<file path="config.mk">
export PLATFORM = sky130hd
export DESIGN_NAME = b35sc_ctrl
export DESIGN_NICKNAME = d
export VERILOG_FILES = /design/src/rtl/b35sc_pkg.sv /design/src/rtl/b35sc_ctrl.sv
export SDC_FILE = /design/constraint.sdc
export NUM_CORES = 1
export LEC_CHECK = 0
export ABC_AREA = 1
export BUFFER_PORTS_ARGS = -buffer_cell sky130_fd_sc_hd__buf_2
export CORE_AREA = 8 8 45 47
export CTS_BUF_LIST = sky130_fd_sc_hd__clkbuf_8
export DETAILED_ROUTE_END_ITERATION = 6
export DIE_AREA = 0 0 53 55
export GPL_TIMING_DRIVEN = 0
export MAX_ROUTING_LAYER = met4
export PLACE_DENSITY = 0.55
export SYNTH_ARGS = -nofsm -noshare
export SYNTH_HDL_FRONTEND = slang
export SYNTH_SLANG_ARGS = --single-unit
</file>
<file path="constraint.sdc">
create_clock -name clk -period 3.25 [get_ports clk]
set_clock_uncertainty 0.05 [all_clocks]
set_input_delay 0.1625 -clock clk [delete_from_list [all_inputs] [get_ports clk]]
set_output_delay 0.1625 -clock clk [all_outputs]
set_load 0.005 [all_outputs]
</file>
<file path="src/rtl/b35sc_pkg.sv">
// Package for the base-35 seed codec.
// Holds the radix constants, the digit alphabet, the controller state type and
// the command and status structs. No dependencies.
`timescale 1ns / 1ps

package b35sc_pkg;

  localparam int unsigned VAL_W      = 64;
  localparam int unsigned CHAR_W     = 8;
  localparam int unsigned DIGIT_W    = 6;
  localparam int unsigned MAX_DIGITS = 13;
  localparam int unsigned IDX_W      = 4;
  localparam int unsigned CHUNK_W    = 16;
  localparam int unsigned N_CHUNKS   = VAL_W / CHUNK_W;
  localparam int unsigned CI_W       = 2;
  localparam int unsigned PART_W     = DIGIT_W + CHUNK_W;
  localparam int unsigned RECIP_SH   = 27;
  localparam int unsigned RECIP_W    = 22;
  localparam logic [RECIP_W-1:0] RECIP = 22'd3834793;
  localparam logic [PART_W-1:0]  RADIX = 22'd35;
  localparam int unsigned DVAL_W     = 9;

  localparam logic [CHAR_W-1:0] CHAR_ZERO = 8'h30;
  localparam logic [CHAR_W-1:0] CHAR_UA   = 8'h41;
  localparam logic [CHAR_W-1:0] CHAR_UO   = 8'h4F;
  localparam logic [CHAR_W-1:0] CHAR_LA   = 8'h61;
  localparam logic [CHAR_W-1:0] CHAR_LZ   = 8'h7A;
  localparam logic [CHAR_W-1:0] CASE_GAP  = 8'h20;

  typedef enum logic [2:0] {
    S_IDLE,
    S_DIV,
    S_EMIT_ENC,
    S_DEC_MUL,
    S_DEC_ADD,
    S_EMIT_DEC
  } state_t;

  typedef struct packed {
    logic load_enc;
    logic load_dec;
    logic div_step;
    logic dec_mul;
    logic dec_add;
    logic emit_enc;
    logic emit_dec;
  } ctrl_cmd_t;

  typedef struct packed {
    logic div_end;
    logic enc_end;
    logic emit_end;
    logic dec_last;
    logic out_free;
  } ctrl_sts_t;

  // Digit value to its alphabet character: 0-9 then A-Z without O.
  function automatic logic [CHAR_W-1:0] digit_char(input logic [DIGIT_W-1:0] d);
    logic [CHAR_W-1:0] c;
    c = 8'h00;
    if (d < 6'd10) begin
      c = CHAR_ZERO + {2'b00, d};
    end else if (d < 6'd24) begin
      c = CHAR_UA + {2'b00, d} - 8'd10;
    end else if (d < 6'd35) begin
      c = CHAR_UA + {2'b00, d} - 8'd9;
    end
    return c;
  endfunction

endpackage

</file>
<file path="src/rtl/b35sc_ctrl.sv">
// Controller state machine of the base-35 seed codec.
// Sequences division steps, digit emission and decode accumulation.
// Depends on b35sc_pkg.
`timescale 1ns / 1ps

module b35sc_ctrl (
  input  logic                  clk,
  input  logic                  rst,
  input  logic                  s_tvalid,
  output logic                  s_tready,
  input  logic                  req_type,
  input  b35sc_pkg::ctrl_sts_t  sts,
  output b35sc_pkg::ctrl_cmd_t  cmd
);
  import b35sc_pkg::*;

  state_t state;
  state_t state_next;

  always_ff @(posedge clk) begin
    if (rst) begin
      state <= S_IDLE;
    end else begin
      state <= state_next;
    end
  end

  always_comb begin
    state_next = state;
    case (state)
      S_IDLE: begin
        if (s_tvalid) begin
          state_next = req_type ? S_DEC_MUL : S_DIV;
        end
      end
      S_DIV: begin
        if (sts.div_end && sts.enc_end) begin
          state_next = S_EMIT_ENC;
        end
      end
      S_EMIT_ENC: begin
        if (sts.out_free && sts.emit_end) begin
          state_next = S_IDLE;
        end
      end
      S_DEC_MUL: state_next = S_DEC_ADD;
      S_DEC_ADD: state_next = sts.dec_last ? S_EMIT_DEC : S_IDLE;
      S_EMIT_DEC: begin
        if (sts.out_free) begin
          state_next = S_IDLE;
        end
      end
      default: state_next = S_IDLE;
    endcase
  end

  always_comb begin
    s_tready = 1'b0;
    cmd      = '0;
    case (state)
      S_IDLE: begin
        s_tready     = 1'b1;
        cmd.load_enc = s_tvalid && !req_type;
        cmd.load_dec = s_tvalid && req_type;
      end
      S_DIV:      cmd.div_step = 1'b1;
      S_EMIT_ENC: cmd.emit_enc = sts.out_free;
      S_DEC_MUL:  cmd.dec_mul  = 1'b1;
      S_DEC_ADD:  cmd.dec_add  = 1'b1;
      S_EMIT_DEC: cmd.emit_dec = sts.out_free;
      default:    cmd          = '0;
    endcase
  end

endmodule

</file>
==> reports/qor.yml <==
peakVddDrop_v: 0.000272
yosysTopAreaCell: "dfxtp_1"
synth_cell_type_count: 16
async_flop_share_pct: 0
numCtsBuffers: 3
largest_register_ffs: 3
syn-instance-count: 51
viasPerCell: 4.08
nets: 81
ys_seq_area_share_pct: 19.7
maxCapViolCount: 0
die-area_mm2: 0.00292
synth_area_leaders: "dfxtp_1, inv_1, nand2_2"
fin_crit_ns: 1.49
detail-route-antenna-nets: 0
ys.flop_type: "dfxtp_1"
register_area_um2: 60.1
endpoint: "cmd[6]"
reg_top3: "state (3)"
yosysMostFrequentCell: "inv_1"
worstPathArrival_ns: 1.28
areaGrowthSynthToFinish_pct: 47.5
r2r-end: "state[1]"
slew_headroom_pct: 80.3
r2r-start: "state[0]"
antenna_found_initial: 0
ff2ff_setup_slack_ns: 2.06
num_rows: 14
powerDensity_mw_per_mm2: 784
layout-drive-gt1-share_pct: 49.3
swShare_pct: 41.9
grt_max_degree: 9
combPwrFrac_pct: 53.2
crit_fanout: 8
io_pins: 17
multi_input_area_um2: 195
detail_route.wl_per_cell_um: 8.61
diodes: 0
die_x_um: 53
grt.overflow.total: 0
first_global_vias: 335
totalWireLength_um: 749
cts.hold.buffers_added: 0
synth_top_cell_area_share_pct: 19.7
ctsResizeCount: 0
cts_tree: "built"
syn_area_um2: 305
die-height_um: 55
cp-startpoint: "state[1]"
instances_no_fill: 87
clk_path_buf_depth: 2
fp.coreArea_mm2: 0.00138
hold_violations: 0
ys_seq_elements: 3
ys_warn_count: 0
worstMarginPinSlew_ns: 0.296
power_w: 0.000353
gp_congestion: 0.748
busiest_layer: "met2"
hold_path_class: "input port to register"
drv_slew: 0
first_pass_iters: 2
htree_levels: 1
io_buffers: 16
top_register: "state"
nFillCells: 167
clk_pin_slew_ns: 0.03
use_met3_pct: 2.14
hold-worst-slack_ns: 0.157
syn-num-nets: 60
grt_setup_unrepaired: "false"
p_seq_share_pct: 17.5
power_switching_w: 0.000148
p_int_w: 0.000205
crit_type: "register to output pin"
grtUsageMet2_pct: 9.57
remaining_drc_errors: 0
status: "finished, final reports clean"
clock_sinks: 3
synth_area_per_cell_um2: 5.99
fmax_mhz: 669
initial_utilization_pct: 22.1
power_leakage_nw: 0.269
worstRegToRegCells: 7
synth_commonest_cells: "inv_1, nand2_1, nor2_1"
post_cts_buffers: 0
postLayoutCoreUtil_pct: 32.5
cts_root_buffer: "clkbuf_8"
drt_iter0_drc: 4
grt_pass1_wl_um: 1180
synth_edf_count: 0
insertion_delay_ns: 0.21
tns_ns: 0
grt_util_all_layers_pct: 5.74
clkPwrFrac_pct: 29.3
worst-endpoint-required_ns: 3.04
start_kind: "register"
post-route-period-util_pct: 46.0
end_kind: "output pin"
dp_hpwl_um: 636
place_inst: 83
num_vias: 355
grt_util_met1_pct: 4.55
setup_viol: 0
[placed cells by master, fill, tap and decap left out, drive strengths merged]
cell type,synthesis,final
clkbuf,0,3
nand3,5,5
nor2,12,12
inv,10,11
nand2,13,13
dfxtp,3,3
nor3,3,3
o211ai,1,1
o21ai,1,1
buf,2,18
nor4,1,1
[worst max-delay path: stages (launching register included)]
cell	delay, ns
dfxtp_1	0.28
buf_2	0.16
nor2_2	0.15
inv_1	0.08
nor2_2	0.09
inv_1	0.05
nor3_1	0.11
buf_2	0.14
[cell type report]
type / instances / share of cell area, %
timing repair buffer: 16 / 17.8
inverter: 10 / 8.33
multi-input combinational: 36 / 43.3
buffer: 2 / 2.78
clock inverter: 1 / 0.833
tap: 16 / 4.44
clock buffer: 3 / 9.17
sequential: 3 / 13.3
[through the flow]
step | worst slack, ns | cell area [µm²]
floorplan | 2.07 | 305
global placement | 1.97 | 405
detailed placement | 1.97 | 405
CTS | 1.74 | 450
global route | 1.60 | 450
finish | 1.76 | 450
[routing by layer]
| metal | up-vias | part of all wire (%) |
|---|---|---|
| met2 | 5 | 57 |
| met1 | 155 | 35 |
| met4 | 0 | 0 |
| met3 | 0 | 7.2 |
| met5 | - | 0 |
| li1 | 195 | - |
[power by group through the flow]
stage / clock, W / combinational, W / sequential (W)
after floorplan: 0 / 0.000144 / 0.0000594
after global placement: 0 / 0.000190 / 0.0000620
after detailed placement: 0 / 0.000191 / 0.0000621
after CTS: 0.000108 / 0.000192 / 0.0000614
after global routing: 0.000112 / 0.000213 / 0.0000631
final: 0.000103 / 0.000188 / 0.0000619
[kinds of logic (layout without fill, tap and decap cells)]
kind of cell | Yosys count | count (layout) | synth area share [%]
simple gates | 34 | 34 | 59.8
buf+inv | 12 | 32 | 16.4
flops | 3 | 3 | 19.7
compound gates | 2 | 2 | 4.10
[how the worst min path moves through the flow]
| stage | from | to | slack [ns] | depth (start not counted) |
|---|---|---|---|---|
| 2_1_floorplan | rst | state[2] | 0.28 | 3 |
| 3_3_place_gp | rst | state[0] | 0.38 | 4 |
| 3_5_place_dp | rst | state[0] | 0.38 | 4 |
| 4_1_cts | rst | state[0] | 0.16 | 4 |
| 5_1_grt | rst | state[0] | 0.16 | 4 |
| 6_report | rst | state[2] | 0.16 | 4 |
(Power assumes the default switching activity.)
